`config.mk`:
```
export PLATFORM = sky130hd
export DESIGN_NAME = stf_cell
export DESIGN_NICKNAME = d
export VERILOG_FILES = /design/src/stf_pkg.sv /design/src/stf_cell.sv
export SDC_FILE = /design/constraint.sdc
export NUM_CORES = 2
export LEC_CHECK = 0
export BUFFER_PORTS_ARGS = -buffer_cell sky130_fd_sc_hd__buf_2
export CORE_MARGIN = 3
export CORE_UTILIZATION = 37
export CTS_BUF_LIST = sky130_fd_sc_hd__clkbuf_16
export DETAILED_ROUTE_END_ITERATION = 10
export HOLD_SLACK_MARGIN = 0.12
export PLACE_DENSITY = 0.56
export SYNTH_ARGS = -nofsm -noshare
export SYNTH_HDL_FRONTEND = slang
export SYNTH_SLANG_ARGS = --single-unit
```
`constraint.sdc`:
```
create_clock -name clk_i -period 4.2 [get_ports clk_i]
set_clock_uncertainty 0.15 [all_clocks]
set_input_delay 0.84 -clock clk_i [delete_from_list [all_inputs] [get_ports clk_i]]
set_output_delay 0.84 -clock clk_i [all_outputs]
set_load 0.02 [all_outputs]
```
`src/stf_pkg.sv`:
```
// Shared types and constants for the spaced-tap FIR filter.
package stf_pkg;

  // Fixed field widths and fixed-point formats.
  localparam int SAMPLE_WIDTH   = 16;
  localparam int WEIGHT_WIDTH   = 16;
  localparam int WEIGHT_FRAC    = 14;
  localparam int PROD_WIDTH     = SAMPLE_WIDTH + WEIGHT_WIDTH;
  // Room for the sum of up to six products plus the rounding offset.
  localparam int ACC_WIDTH      = PROD_WIDTH + 3;
  localparam int SPACING_WIDTH  = 6;
  localparam int CFG_DATA_WIDTH = 16;
  localparam int CFG_IDX_WIDTH  = 3;

  // Register indexes on the configuration port.
  localparam logic [CFG_IDX_WIDTH-1:0] REG_TAP_SPACING  = 3'd0;
  localparam logic [CFG_IDX_WIDTH-1:0] REG_TAP_WEIGHT_0 = 3'd1;

  typedef logic signed [SAMPLE_WIDTH-1:0] sample_t;
  typedef logic signed [WEIGHT_WIDTH-1:0] weight_t;
  typedef logic signed [PROD_WIDTH-1:0]   prod_t;
  typedef logic signed [ACC_WIDTH-1:0]    acc_t;

  // Weight of 1.0 in Q2.14, the reset value of the first tap.
  localparam weight_t WEIGHT_ONE = weight_t'(1 << WEIGHT_FRAC);

  // Saturation limits of a Q1.15 sample.
  localparam sample_t SAMPLE_MAX = sample_t'({1'b0, {(SAMPLE_WIDTH-1){1'b1}}});
  localparam sample_t SAMPLE_MIN = sample_t'({1'b1, {(SAMPLE_WIDTH-1){1'b0}}});

  // Rounding offset: one half of the output LSB.
  localparam acc_t ROUND_HALF = acc_t'(1) <<< (WEIGHT_FRAC - 1);

  typedef struct packed {
    sample_t sample_in;
    logic    block_end;
  } stf_in_t;

  typedef struct packed {
    sample_t sample_out;
    logic    block_end_out;
  } stf_out_t;

endpackage

```
`src/stf_cell.sv`:
```
// One segment of the sample history shift line with its local tap selection.
module stf_cell #(
  parameter int SEG_LEN   = 32,
  parameter int TAP_COUNT = 6,
  parameter int DLY_W     = 8,
  parameter int BASE      = 0
) (
  input  logic             clk_i,
  input  logic             rst_ni,
  input  logic             shift_i,
  input  stf_pkg::sample_t sample_i,
  output stf_pkg::sample_t sample_o,
  input  logic [DLY_W-1:0] tap_dly_i [TAP_COUNT],
  output stf_pkg::sample_t cand_o [TAP_COUNT]
);
  import stf_pkg::*;

  localparam int OFFS_W = (SEG_LEN > 1) ? $clog2(SEG_LEN) : 1;
  // This cell holds the samples of delay BASE+1 up to BASE+SEG_LEN.
  localparam logic [DLY_W:0] DLY_LO = (DLY_W+1)'(BASE);
  localparam logic [DLY_W:0] DLY_HI = (DLY_W+1)'(BASE + SEG_LEN);

  sample_t seg_q [SEG_LEN];

  // Shift the segment by one sample on every accepted transaction.
  always_ff @(posedge clk_i or negedge rst_ni) begin
    if (!rst_ni) begin
      for (int i = 0; i < SEG_LEN; i++) begin
        seg_q[i] <= '0;
      end
    end else if (shift_i) begin
      seg_q[0] <= sample_i;
      for (int i = 1; i < SEG_LEN; i++) begin
        seg_q[i] <= seg_q[i-1];
      end
    end
  end

  assign sample_o = seg_q[SEG_LEN-1];

  // Offer the sample of each tap whose delay falls inside this segment.
  always_comb begin
    logic [DLY_W:0] dly;
    logic [DLY_W:0] rel;
    for (int m = 0; m < TAP_COUNT; m++) begin
      dly = {1'b0, tap_dly_i[m]};
      rel = dly - DLY_LO - (DLY_W+1)'(1);
      if (dly > DLY_LO && dly <= DLY_HI) begin
        cand_o[m] = seg_q[rel[OFFS_W-1:0]];
      end else begin
        cand_o[m] = '0;
      end
    end
  end

endmodule

```
# Yosys cells after proc, flatten, opt, wreduce, memory -nomap -nowiden
# Cells that the tools add are included.
[op_classes]
add_sub_neg = 6
order_cmp = 18
muxes = 24
n_bitwise = 6
n_reduce_logical = 6
[op_table]
columns = ["cell", "count"]
rows = [
  ["$bmux W16 S5", 6],
  ["$mux W16", 18],
  ["$gt A8 B1 Y1 const B", 6],
  ["$le A8 B6 Y1 const B", 6],
  ["$ge A6 B6 Y1 const B", 6],
  ["$not A5 Y6", 6],
  ["$sub A5 B1 Y5 const B", 6],
  ["$logic_and A1 B1 Y1", 6],
]
[totals]
regBits = 512
in_bits = 67
output_inout_bits = 112
elab_cells = 92

# Longest topological paths before layout
[logic_depth]
word_depth = 6
ltp_mapped = 12
depth_no_buf = 7

# Worst setup path before layout
# OpenSTA, ideal clock, no wires.
[synth_timing]
path_kind = "input port to output port"
start = "in tap_dly_i[16] (netlist bit)"
end = "out cand_o[33] (netlist bit)"
arrival_ps = 3188
t_required_ps = 3210
setup_slack_ps = 22
path_stages = 11
n_path_buf = 5
cell_sequence = "buf_6 > buf_6 > inv_1 > ha_1 > buf_2 > buf_2 > buf_1 > mux4_2 > a22o_1 > a221oi_1 > o22ai_1"
[synth_rtl]
columns = ["item", "line", "rtl"]
rows = [
  ["start: declaration", "stf_cell.sv:13", "input logic [DLY_W-1:0] tap_dly_i [TAP_COUNT],"],
  ["end: declaration", "stf_cell.sv:14", "output stf_pkg::sample_t cand_o [TAP_COUNT]"],
]

==> out/qor.yml <==
slew_headroom_pct: 53.7
gp_congestion: 0.977
final.setup.tns_ns: -0.173
synth.area.top_cells: "mux4_2 34%, dfrtp_1 29%, mux2_2 13%, mux4_1 4.4%, a22o_1 3.6%"
coreArea_um2: 117000
ios: 179
power-per-cell-area_nw_per_um2: 556
reg2reg_depth: 2
ys_ff_latch: 512
swShare_pct: 39.2
grt_pass1_vias: 35400
grt_usage_pct: 29.5
final_layout_size_suffix_gt1_share_pct: 65.7
rsz0062_at_grt: "yes"
min_period_over_period_pct: 101
grt_pass1_wl_um: 263000
cts_root_buf: "clkbuf_16"
rrSetupSlack_ns: 2.87
place_hpwl_um: 127000
seq_power_share_pct: 36.6
p_switching_mw: 11.9
pwr-share-comb_pct: 46.1
fillCellCount: 10000
peakVddDrop_mv: 0.360
path_clk_slew_ns: 0.06
min_path_type: "input pin to flop"
total_power_mw: 30.4
clkPwrFrac_pct: 17.4
period_minus_slack_ns: 4.24
critPathLaunchType: "input pin"
port_buffers: 178
p_leak_nw: 21.8
syn-cell-area_um2: 44000
endpoint_kind: "output port"
yosysUniqueCellTypes: 48
cts_tree: "built"
syn_area_per_cell_um2: 15.3
syn_to_final_growth_pct: 24.2
worst_pin_slew_ns: 0.695
initial_core_util_pct: 37.6
reg2reg_from: "seg_q[497]$_DFFE_PN0P_"
clk_path_buf_depth: 3
ys.warnings.count: 0
final_core_util_pct: 46.7
antenna_left: 0
busiest_layer: "met2"
insertion_delay_ns: 0.71
criticalPathCategory: "input pin to output port"
wl_per_cell_um: 38.5
timing.critical_path.from: "tap_dly_i[24]"
wirelength_um: 190000
cts.sinks: 512
p_int_mw: 18.5
ys_seq_area_share_pct: 29.1
grt_use_met3_pct: 10.6
ys.flop_type: "dfrtp_1"
maxCapViolCount: 0
met1_usage_pct: 38.3
critPathArrivalTime_ns: 3.25
fin_ws_ns: -0.0413
cp.required_ns: 3.21
via_per_inst: 7.34
cp_max_fo: 6
num_rows: 125
crit_path_end: "cand_o[56]"
synth_edf_count: 0
cts_made_buffers: 60
synth_area_leader_cell: "mux4_2"
final_hold_viol_count: 0
drc: 0
async_flop_share_pct: 100
violations: "negative setup slack"
status: "finished, violations left"
fmax_ghz: 0.236
grt-ovfl-total: 0
drtIter0Drc: 5785
grt_max_degree: 117
setup_viol: 8
htree_levels: 2
die-area_um2: 123000
grt_util_met2_pct: 42.7
fp.dieW_um: 351
synth_nets: 2950
synthTopCellsByCount: "674 x mux4_2, 512 x dfrtp_1, 512 x mux2_2"
firstDrtPassIters: 7
post-synth-top-count-cell: "mux4_2"
vias: 36200
slew_violations: 0
r2r-end: "seg_q[497]$_DFFE_PN0P_"
die_h_um: 351
fin_nets: 3422
syn_inst: 2877
synth_top_area_share_pct: 34.5
antenna_found_initial: 17
-- worst max-delay path, stage by stage --
cell and delay [ns]:
clkbuf_8 0.14, inv_1 0.09, ha_4 0.18, xor2_1 0.20
nor3_4 0.35, buf_12 0.21, buf_4 0.22, a22o_1 0.25
a221oi_2 0.05, buf_4 0.14, o22ai_2 0.32, buf_2 0.24
-- registers in the layout (all words and copies together), names as in the netlist --
name,cells
sample_o,16
seg_q,496
-- kinds of logic (layout without fill, tap and decap cells) --
family                   Yosys count  after routing  share of synthesized area [%]
multiplexers                    1322           1322                           53.7
flip-flops                       512            512                           29.1
AO/OA/AOI/OAI                    498            498                           9.33
buffers and inverters            379            902                           5.32
AND/OR/NAND/NOR                  130            130                           1.81
XOR/XNOR                          30             30                          0.597
adder cells (fa/ha/maj)            6              6                          0.171
other                              0              9                              0
-- placed cells by master, fill, tap and decap left out, drive strengths merged, types with 16 or more instances in the layout --
cell type,Yosys,layout
clkbuf,151,81
mux2,512,512
inv,18,32
nor3,18,18
a221oi,180,180
nor2,36,36
o22ai,102,102
a22o,180,180
mux2i,54,54
xor2,18,18
clkinv,0,28
buf,203,745
mux4,756,756
nor3b,16,16
dfrtp,512,512
-- layer usage --
layer	share of wire [%]	vias to the layer above
met3	14	612
met4	6.4	14
met5	0.051	-
met2	43	3073
li1	-	13600
met1	36	18900
-- power by group through the flow --
stage	clock, mW	sequential (mW)	combinational, mW
after CTS	5.37	10.8	13.3
final	5.29	11.1	14.0
after global routing	5.58	11.4	14.5
after floorplan	0	9.17	9.36
after global placement	0	10.5	12.6
after detailed placement	0	10.9	12.8
-- layout make-up --
class                      instances  area [um^2]  share of cell area [%]
multi-input combinational       1986        30100                    55.1
sequential                       512        12800                    23.4
timing repair buffer             771         7850                    14.4
tap                             1524         1910                    3.49
clock buffer                      61         1530                    2.79
clock inverter                    52          380                   0.696
inverter                          18         67.6                   0.124
antenna                            9         22.5                  0.0412
-- through the flow --
step	worst slack, ns	hold slack (ns)	instances	instance area, um^2
finish	-0.0413	0.239	4933	54700
detailed placement	-0.469	0.478	4722	50300
floorplan	0.0219	0.394	2877	44000
global route	-0.0395	0.227	4924	54700
global placement	-0.456	0.456	4722	50300
CTS	-0.0559	0.205	4849	53100
-- timing repair --
action,in CTS,in global routing
buffers inserted,7,63
hold endpoints to repair,45,0
setup endpoints to repair,49,62
pin swaps,5,23
gates resized for setup,91,114
cloned,7,13
hold buffers,1,0
-- worst min-delay path by stage --
stage               slack, ns                       to              startpoint  depth (start not counted)
floorplan                0.39  sample_o[0]$_DFFE_PN0P_                  rst_ni                          0
global placement         0.46   seg_q[492]$_DFFE_PN0P_  seg_q[492]$_DFFE_PN0P_                          1
detailed placement       0.48   seg_q[239]$_DFFE_PN0P_  seg_q[239]$_DFFE_PN0P_                          1
CTS                      0.21   seg_q[496]$_DFFE_PN0P_             sample_i[0]                          2
global route             0.23   seg_q[510]$_DFFE_PN0P_            sample_i[14]                          2
finish                   0.24   seg_q[510]$_DFFE_PN0P_            sample_i[14]                          2
Note: power is estimated with default switching activity, not from simulation.
