`config.mk`:
```
export PLATFORM = sky130hd
export DESIGN_NAME = stf_mac
export DESIGN_NICKNAME = d
export VERILOG_FILES = /design/src/stf_pkg.sv /design/src/stf_mac.sv
export SDC_FILE = /design/constraint.sdc
export NUM_CORES = 2
export LEC_CHECK = 0
export BUFFER_PORTS_ARGS = -buffer_cell sky130_fd_sc_hd__buf_2
export CORE_MARGIN = 3
export CORE_UTILIZATION = 30
export DETAILED_ROUTE_END_ITERATION = 16
export PLACE_DENSITY = 0.55
export SETUP_SLACK_MARGIN = 0.02
export SYNTH_ARGS = -nofsm -noshare
export SYNTH_HDL_FRONTEND = slang
export SYNTH_SLANG_ARGS = --single-unit
```
`constraint.sdc`:
```
create_clock -name clk_i -period 14.8 [get_ports clk_i]
set_clock_uncertainty 0.2 [all_clocks]
set_input_delay 2.96 -clock clk_i [delete_from_list [all_inputs] [get_ports clk_i]]
set_output_delay 2.96 -clock clk_i [all_outputs]
set_load 0.1 [all_outputs]
```
`src/stf_pkg.sv`:
```
// Shared types and constants for the spaced-tap FIR filter.
package stf_pkg;

  // Fixed field widths and fixed-point formats.
  localparam int SAMPLE_WIDTH   = 16;
  localparam int WEIGHT_WIDTH   = 16;
  localparam int WEIGHT_FRAC    = 14;
  localparam int PROD_WIDTH     = SAMPLE_WIDTH + WEIGHT_WIDTH;
  // Room for the sum of up to six products plus the rounding offset.
  localparam int ACC_WIDTH      = PROD_WIDTH + 3;
  localparam int SPACING_WIDTH  = 6;
  localparam int CFG_DATA_WIDTH = 16;
  localparam int CFG_IDX_WIDTH  = 3;

  // Register indexes on the configuration port.
  localparam logic [CFG_IDX_WIDTH-1:0] REG_TAP_SPACING  = 3'd0;
  localparam logic [CFG_IDX_WIDTH-1:0] REG_TAP_WEIGHT_0 = 3'd1;

  typedef logic signed [SAMPLE_WIDTH-1:0] sample_t;
  typedef logic signed [WEIGHT_WIDTH-1:0] weight_t;
  typedef logic signed [PROD_WIDTH-1:0]   prod_t;
  typedef logic signed [ACC_WIDTH-1:0]    acc_t;

  // Weight of 1.0 in Q2.14, the reset value of the first tap.
  localparam weight_t WEIGHT_ONE = weight_t'(1 << WEIGHT_FRAC);

  // Saturation limits of a Q1.15 sample.
  localparam sample_t SAMPLE_MAX = sample_t'({1'b0, {(SAMPLE_WIDTH-1){1'b1}}});
  localparam sample_t SAMPLE_MIN = sample_t'({1'b1, {(SAMPLE_WIDTH-1){1'b0}}});

  // Rounding offset: one half of the output LSB.
  localparam acc_t ROUND_HALF = acc_t'(1) <<< (WEIGHT_FRAC - 1);

  typedef struct packed {
    sample_t sample_in;
    logic    block_end;
  } stf_in_t;

  typedef struct packed {
    sample_t sample_out;
    logic    block_end_out;
  } stf_out_t;

endpackage

```
`src/stf_mac.sv`:
```
// Multiply, sum, round and saturate pipeline with per-stage flow control.
module stf_mac #(
  parameter int TAP_COUNT = 6
) (
  input  logic              clk_i,
  input  logic              rst_ni,
  input  logic              in_valid_i,
  output logic              in_ready_o,
  input  stf_pkg::sample_t  taps_i [TAP_COUNT],
  input  stf_pkg::weight_t  weight_i [TAP_COUNT],
  input  logic              block_end_i,
  output logic              out_valid_o,
  input  logic              out_ready_i,
  output stf_pkg::stf_out_t out_data_o
);
  import stf_pkg::*;

  localparam int PAIRS    = (TAP_COUNT + 1) / 2;
  localparam int NSTG     = 5;
  localparam int ST_TAP   = 0;
  localparam int ST_MUL   = 1;
  localparam int ST_PAIR  = 2;
  localparam int ST_SUM   = 3;
  localparam int ST_OUT   = 4;

  logic [NSTG-1:0] v_q;
  logic [NSTG-1:0] be_q;
  logic [NSTG-1:0] rdy;

  sample_t tap_q  [TAP_COUNT];
  prod_t   prod_q [TAP_COUNT];
  acc_t    pair_d [PAIRS];
  acc_t    pair_q [PAIRS];
  acc_t    sum_d;
  acc_t    sum_q;
  sample_t sat_d;
  sample_t out_q;

  // A stage takes new data when it is empty or its content moves on.
  always_comb begin
    rdy[ST_OUT] = !v_q[ST_OUT] || out_ready_i;
    for (int s = NSTG - 2; s >= 0; s--) begin
      rdy[s] = !v_q[s] || rdy[s+1];
    end
  end

  assign in_ready_o = rdy[ST_TAP];

  // Stage valid flags.
  always_ff @(posedge clk_i or negedge rst_ni) begin
    if (!rst_ni) begin
      v_q <= '0;
    end else begin
      if (rdy[ST_TAP]) begin
        v_q[ST_TAP] <= in_valid_i;
      end
      for (int s = 1; s < NSTG; s++) begin
        if (rdy[s]) begin
          v_q[s] <= v_q[s-1];
        end
      end
    end
  end

  // Pairwise sums of the products.
  always_comb begin
    for (int p = 0; p < PAIRS; p++) begin
      pair_d[p] = '0;
    end
    for (int m = 0; m < TAP_COUNT; m++) begin
      pair_d[m >> 1] = pair_d[m >> 1] + acc_t'(prod_q[m]);
    end
  end

  // Final sum with the rounding offset folded in.
  always_comb begin
    sum_d = ROUND_HALF;
    for (int p = 0; p < PAIRS; p++) begin
      sum_d = sum_d + pair_q[p];
    end
  end

  // Drop the fraction bits and clamp to the sample range.
  always_comb begin
    acc_t                            sh;
    logic [ACC_WIDTH-SAMPLE_WIDTH:0] hi;
    sh = sum_q >>> WEIGHT_FRAC;
    hi = sh[ACC_WIDTH-1:SAMPLE_WIDTH-1];
    if (&hi || ~|hi) begin
      sat_d = sh[SAMPLE_WIDTH-1:0];
    end else if (sh[ACC_WIDTH-1]) begin
      sat_d = SAMPLE_MIN;
    end else begin
      sat_d = SAMPLE_MAX;
    end
  end

  // Stage data registers.
  always_ff @(posedge clk_i) begin
    if (rdy[ST_TAP]) begin
      tap_q          <= taps_i;
      be_q[ST_TAP]   <= block_end_i;
    end
    if (rdy[ST_MUL]) begin
      for (int m = 0; m < TAP_COUNT; m++) begin
        prod_q[m] <= tap_q[m] * weight_i[m];
      end
      be_q[ST_MUL] <= be_q[ST_TAP];
    end
    if (rdy[ST_PAIR]) begin
      pair_q        <= pair_d;
      be_q[ST_PAIR] <= be_q[ST_MUL];
    end
    if (rdy[ST_SUM]) begin
      sum_q        <= sum_d;
      be_q[ST_SUM] <= be_q[ST_PAIR];
    end
    if (rdy[ST_OUT]) begin
      out_q        <= sat_d;
      be_q[ST_OUT] <= be_q[ST_SUM];
    end
  end

  assign out_valid_o              = v_q[ST_OUT];
  assign out_data_o.sample_out    = out_q;
  assign out_data_o.block_end_out = be_q[ST_OUT];

endmodule

```
## Word level (Yosys, flattened, before mapping)

Memories as Yosys holds them, arrays and structs flattened.
Index checks and enable logic that the tools add are counted.

| storage, ports and cells | value |
|---|---|
| flip-flop bits (word level) | 262 |
| bits in writable memories | 192 |
| input port bits | 197 |
| output and inout bits | 19 |
| logic and storage cells | 52 |
| memories kept | 1 |

Memory list:

| name | depth | width | rd ports | clocked after Yosys merged registers in | write ports | line | RTL |
|---|---|---|---|---|---|---|---|
| prod_q | 6 | 32 | 6 | 0 | 6 | stf_mac.sv:31 | `prod_t prod_q [TAP_COUNT];` |

| cells by class | value |
|---|---|
| add/subtract/negate cells | 6 |
| multiply operators | 6 |
| muxes and demuxes | 4 |
| reduce and logical (&&, ||, !) cells | 14 |

Operators by type and width:

| cell | count |
|---|---|
| $mul 16x16->32 | 6 |
| $add 32x32->33 | 3 |
| $add 35x35->35 | 2 |
| $add 15x35->35 const A | 1 |
| $mux 16 | 2 |
| $logic_not 1->1 | 6 |
| $logic_or 1x1->1 | 6 |
| $reduce_and 6->1 | 1 |
| $reduce_or 6->1 | 1 |
| $mux 1 | 2 |

## Longest topological paths before layout

| depth | value |
|---|---|
| depth after elaboration | 7 |
| gate-level depth with buffers | 26 |

## Least setup slack after synthesis

OpenSTA, ideal clock, no wires.

| timing path | value |
|---|---|
| path kind | input to output |
| start point | input port out_ready_i |
| end point | output port in_ready_o |
| arrival | 11628 ps |
| data required time | 11640 ps |
| setup slack | 12 ps |
| cell stages on the path | 4 |
| buffers on the path | 0 |
| cell sequence | nor2b_1 nand4_1 inv_1 nand2_1 |

| on the way | value |
|---|---|
| cells in the longest elaborated chain, start to end | 5 |

Ends and longest elaborated chain:

| item | line | RTL |
|---|---|---|
| from (decl) | stf_mac.sv:13 | `input logic out_ready_i,` |
| $logic_or 1x1->1 | stf_mac.sv:41 | `rdy[ST_OUT] = !v_q[ST_OUT] \|\| out_ready_i;` |
| $logic_or 1x1->1 (3 in series) | stf_mac.sv:43 | `rdy[s] = !v_q[s] \|\| rdy[s+1];` |
| net rdy[1] | stf_mac.sv:28 | `logic [NSTG-1:0] rdy;` |
| $logic_or 1x1->1 | stf_mac.sv:43 |  |
| to (decl) | stf_mac.sv:8 | `output logic in_ready_o,` |

The timed path passes the listed nets, and every way through them passes these cells.

==> flow_summary.rst <==
.. list-table::
   :header-rows: 1

   * - Metric
     - Value
   * - Run status
     - finished, final reports clean
   * - Number of synthesized flops with an enable pin
     - between 400 and 500
   * - Gate count after technology mapping
     - about 7.8k
   * - Post-Route WL
     - 197000 um
   * - Net count after synthesis
     - 10.2k
   * - Primary FF master, synth
     - edfxtp_1
   * - CP most frequent cell
     - fa_1
   * - Endpoints failing hold
     - 0
   * - Port Buf Inserts
     - 215
   * - Worst-path clk slew
     - 0.06 ns
   * - Die Outline Area
     - 268000 um2
   * - Critical path endpoint category
     - flip-flop
   * - Synth warnings
     - 0
   * - Total clock buffers created by CTS
     - 66
   * - Proportion of synthesized area in mux cells
     - 0.000510
   * - Height of the die
     - 518 um
   * - Highest cell delay on the worst timing path
     - 0.55 ns
   * - Final global-route overflow total
     - 0
   * - Root Driver
     - clkbuf_16
   * - Worst Path Max Fanout
     - 16
   * - Minimum clock period after layout
     - around 9.0 ns
   * - Layout overhead on the synthesized area
     - 8.80%
   * - Critical Path, Cell by Cell
     - buf_2, nand2_1, fa_1, fa_1, inv_1, fa_1, fa_1, fa_1, inv_1, fa_1, inv_1, ha_1, a211o_1, nor4_1, nor2_1, a31oi_1, a2bb2oi_1, o21a_1, o21ai_0, a2111o_1, o311ai_0
   * - Worst Path Class, Setup
     - in2reg
   * - Asr flop ratio synth
     - 0.0115
   * - Critical path startpoint category
     - input pin
   * - Cell area reported after detailed placement
     - 83300 um2
   * - Global Route Usage Sum
     - 0.149
   * - Via count of the routed design
     - about 52k
   * - Tightest Pin Transition
     - ~1.1 ns
   * - CTS H-tree lvls
     - 3
   * - Slowest CP cell
     - fa_1
   * - Achievable Freq
     - around 0.11 GHz
   * - Most used cells in the layout excluding fill and tap cells
     - inv_1 (1788), fa_1 (1607), nand2_1 (820)
   * - Number of max-capacitance violations reported
     - 0
   * - Mapped Area
     - 78600 um2
   * - Non-filler instance count after layout
     - between 10k and 15k
   * - Final core utilization
     - 0.329
   * - I/O pin cnt
     - about 220
   * - CP Data Arrival Time
     - 9.19 ns
   * - Worst slew margin relative to its limit
     - 0.252
   * - Post-synthesis compound-gate area fraction
     - 0.0631
   * - Slew Limit Fails
     - 0
   * - Combinational family with the most area after synthesis
     - adder cells
   * - Number of global-route vias before repair
     - 56.6k
   * - Synthesized-area fraction occupied by xor and xnor cells
     - 0.0329
   * - Initial DRT Pass Iterations
     - 5
   * - Placed wire-length estimate
     - 162000 um
   * - Final setup vio count
     - 0
   * - Final Cycle Share
     - 0.607
   * - CTS tree
     - yes
   * - Global-route wire length before repair
     - about 320000 um
   * - Final-stage net count
     - 10.3k
   * - Flip-flop and latch count after synthesis
     - 434
   * - Antenna violations before repair
     - 17
   * - Unique masters post-synth
     - 85
   * - Ratio of cells with drive above 1 in the final layout
     - 0.0484
   * - Synthesized-area fraction occupied by adder cells
     - 0.513
   * - Number of buffers inserted to repair setup after CTS
     - 0
   * - Design Area, Final
     - 85500 um2
   * - Global placer's final weighted congestion
     - 0.888
   * - Floorplan Core Area
     - 260000 um2
   * - Most common library cell in the layout ignoring fill and taps
     - inv_1
   * - Hold-fix buffers, CTS
     - 0
   * - Maximum buffer depth of the clock tree
     - 3
   * - DRC marker count from the first detailed-route iteration
     - between 2k and 2.5k
   * - Final TNS setup
     - 0 ns
   * - Clock Sink Count
     - about 430
   * - DR DRC count
     - 0
   * - Via count normalized by instance count
     - 4.53
   * - Hold/Removal Path Class
     - reg2reg
   * - WL/cell
     - ~17 um
   * - Number of gates resized after CTS
     - 0
   * - Clock Latency Late Sink
     - 0.70 ns
   * - Required time at the endpoint of the critical path
     - 15.00 ns
   * - Average cell area after synthesis
     - 10.1 um2
   * - Post-synthesis sequential area ratio
     - 0.166
   * - Total instance count after detailed placement
     - 11.3k
   * - Starting density of the core
     - 0.302
   * - Number of standard-cell rows in the floorplan
     - 187
   * - Largest net degree at the start of global routing
     - 131
   * - Number of antenna-violating nets in the routed design
     - 0
   * - Unrepaired setup endpoints after global routing
     - no
   * - Die Width
     - 518 um
   * - Simple-Gate Fraction of Synth Area
     - 0.129
-- cell usage after synthesis (all sizes together), types with 6 or more instances --
cell     count  area share
nand3       51      0.0033
a221oi       8     0.00097
and2       736       0.059
a41oi       12      0.0015
o21ai      134      0.0087
edfxtp     429        0.16
a31o         7     0.00078
nor3        47      0.0030
a2111oi     11      0.0019
o31ai       10     0.00096
o21a        39      0.0037
a211oi      25      0.0026
or3         11     0.00088
or2         13      0.0010
o21bai      34      0.0032
a311oi      11      0.0012
nand2b      63      0.0050
a21boi      16      0.0015
o31a         6     0.00067
fa        1607        0.41
ha         652        0.10
a211o        8     0.00089
a21oi      210       0.014
xor2        59      0.0066
nor2       201      0.0096
inv       1788       0.085
o311ai       7      0.0010
xnor2      236       0.026
a31oi       19      0.0018
a21o       122       0.012
nand4       13      0.0010
nand2      821       0.039
clkbuf     208      0.0099
nor2b       31      0.0025
o211ai      18      0.0018
nor4         7     0.00056
and3        34      0.0027
-- path summary, 6_finish.rpt --
kind	slack (ns)	endpoint	cells after the start	start
max reg2reg	7.44	prod_q[1][30]$_DFFE_PP_	23	tap_q[71]$_DFFE_PP_
min reg2reg	0.22	be_q[4]$_DFFE_PP_	0	be_q[3]$_DFFE_PP_
max in group asynchronous	12.30	v_q[3]$_DFFE_PN0P_	1	rst_ni
min	0.22	be_q[4]$_DFFE_PP_	0	be_q[3]$_DFFE_PP_
min in group asynchronous	1.92	v_q[4]$_DFFE_PN0P_	1	rst_ni
max	5.81	prod_q[5][30]$_DFFE_PP_	21	weight_i[1]
-- critical path: cells and delay by family --
kind,cells,cell delay (ns)
and+or+nand+nor,3,0.41
adders and majority gates,7,3.37
AOI/OAI and AO/OA,7,1.98
buffers and inverters,4,0.46
-- stage by stage --
| stage | setup WS, ns | hold WS [ns] |
|---|---|---|
| 3_3_place_gp | 5.18 | 0.203 |
| 5_1_grt | 5.54 | 0.232 |
| 2_1_floorplan | 0.0224 | 0.200 |
| 3_5_place_dp | 5.12 | 0.205 |
| 4_1_cts | 5.86 | 0.218 |
| 6_report | 5.81 | 0.216 |
-- metal layers --
metal / routed length (um) / GRT usage / vias up
met5: 102 / 0 / -
li1: - / - / 23900
met4: 6280 / 0.0459 / 14
met1: 87500 / 0.199 / 26500
met3: 8170 / 0.0207 / 265
met2: 95000 / 0.252 / 960
-- area by class of cell --
cell class	count	area [um2]
Clock buffer	75	1710
Antenna cell	11	27.5
Fill cell	26700	175000
Clock inverter	40	420
Multi-Input combinational cell	5331	58100
Sequential cell	434	13000
Inverter	1788	6710
Timing Repair Buffer	225	1160
Tap cell	3496	4370
-- kinds of logic after synthesis --
kind of cell    count (synthesis)
buf+inv                      1999
simple gates                 2045
fa+ha+maj                    2259
flops                         434
mux                             4
xor+xnor                      295
compound gates                728
-- flip-flops by register name, indices dropped and copies added (netlist names) --
name    count
sum_q      21
out_q      16
tap_q      96
v_q         5
pair_q     99
prod_q    192
be_q        5
Power is not shown: default switching activity piles up to over one toggle a cycle in this logic, so the estimate is an artifact.
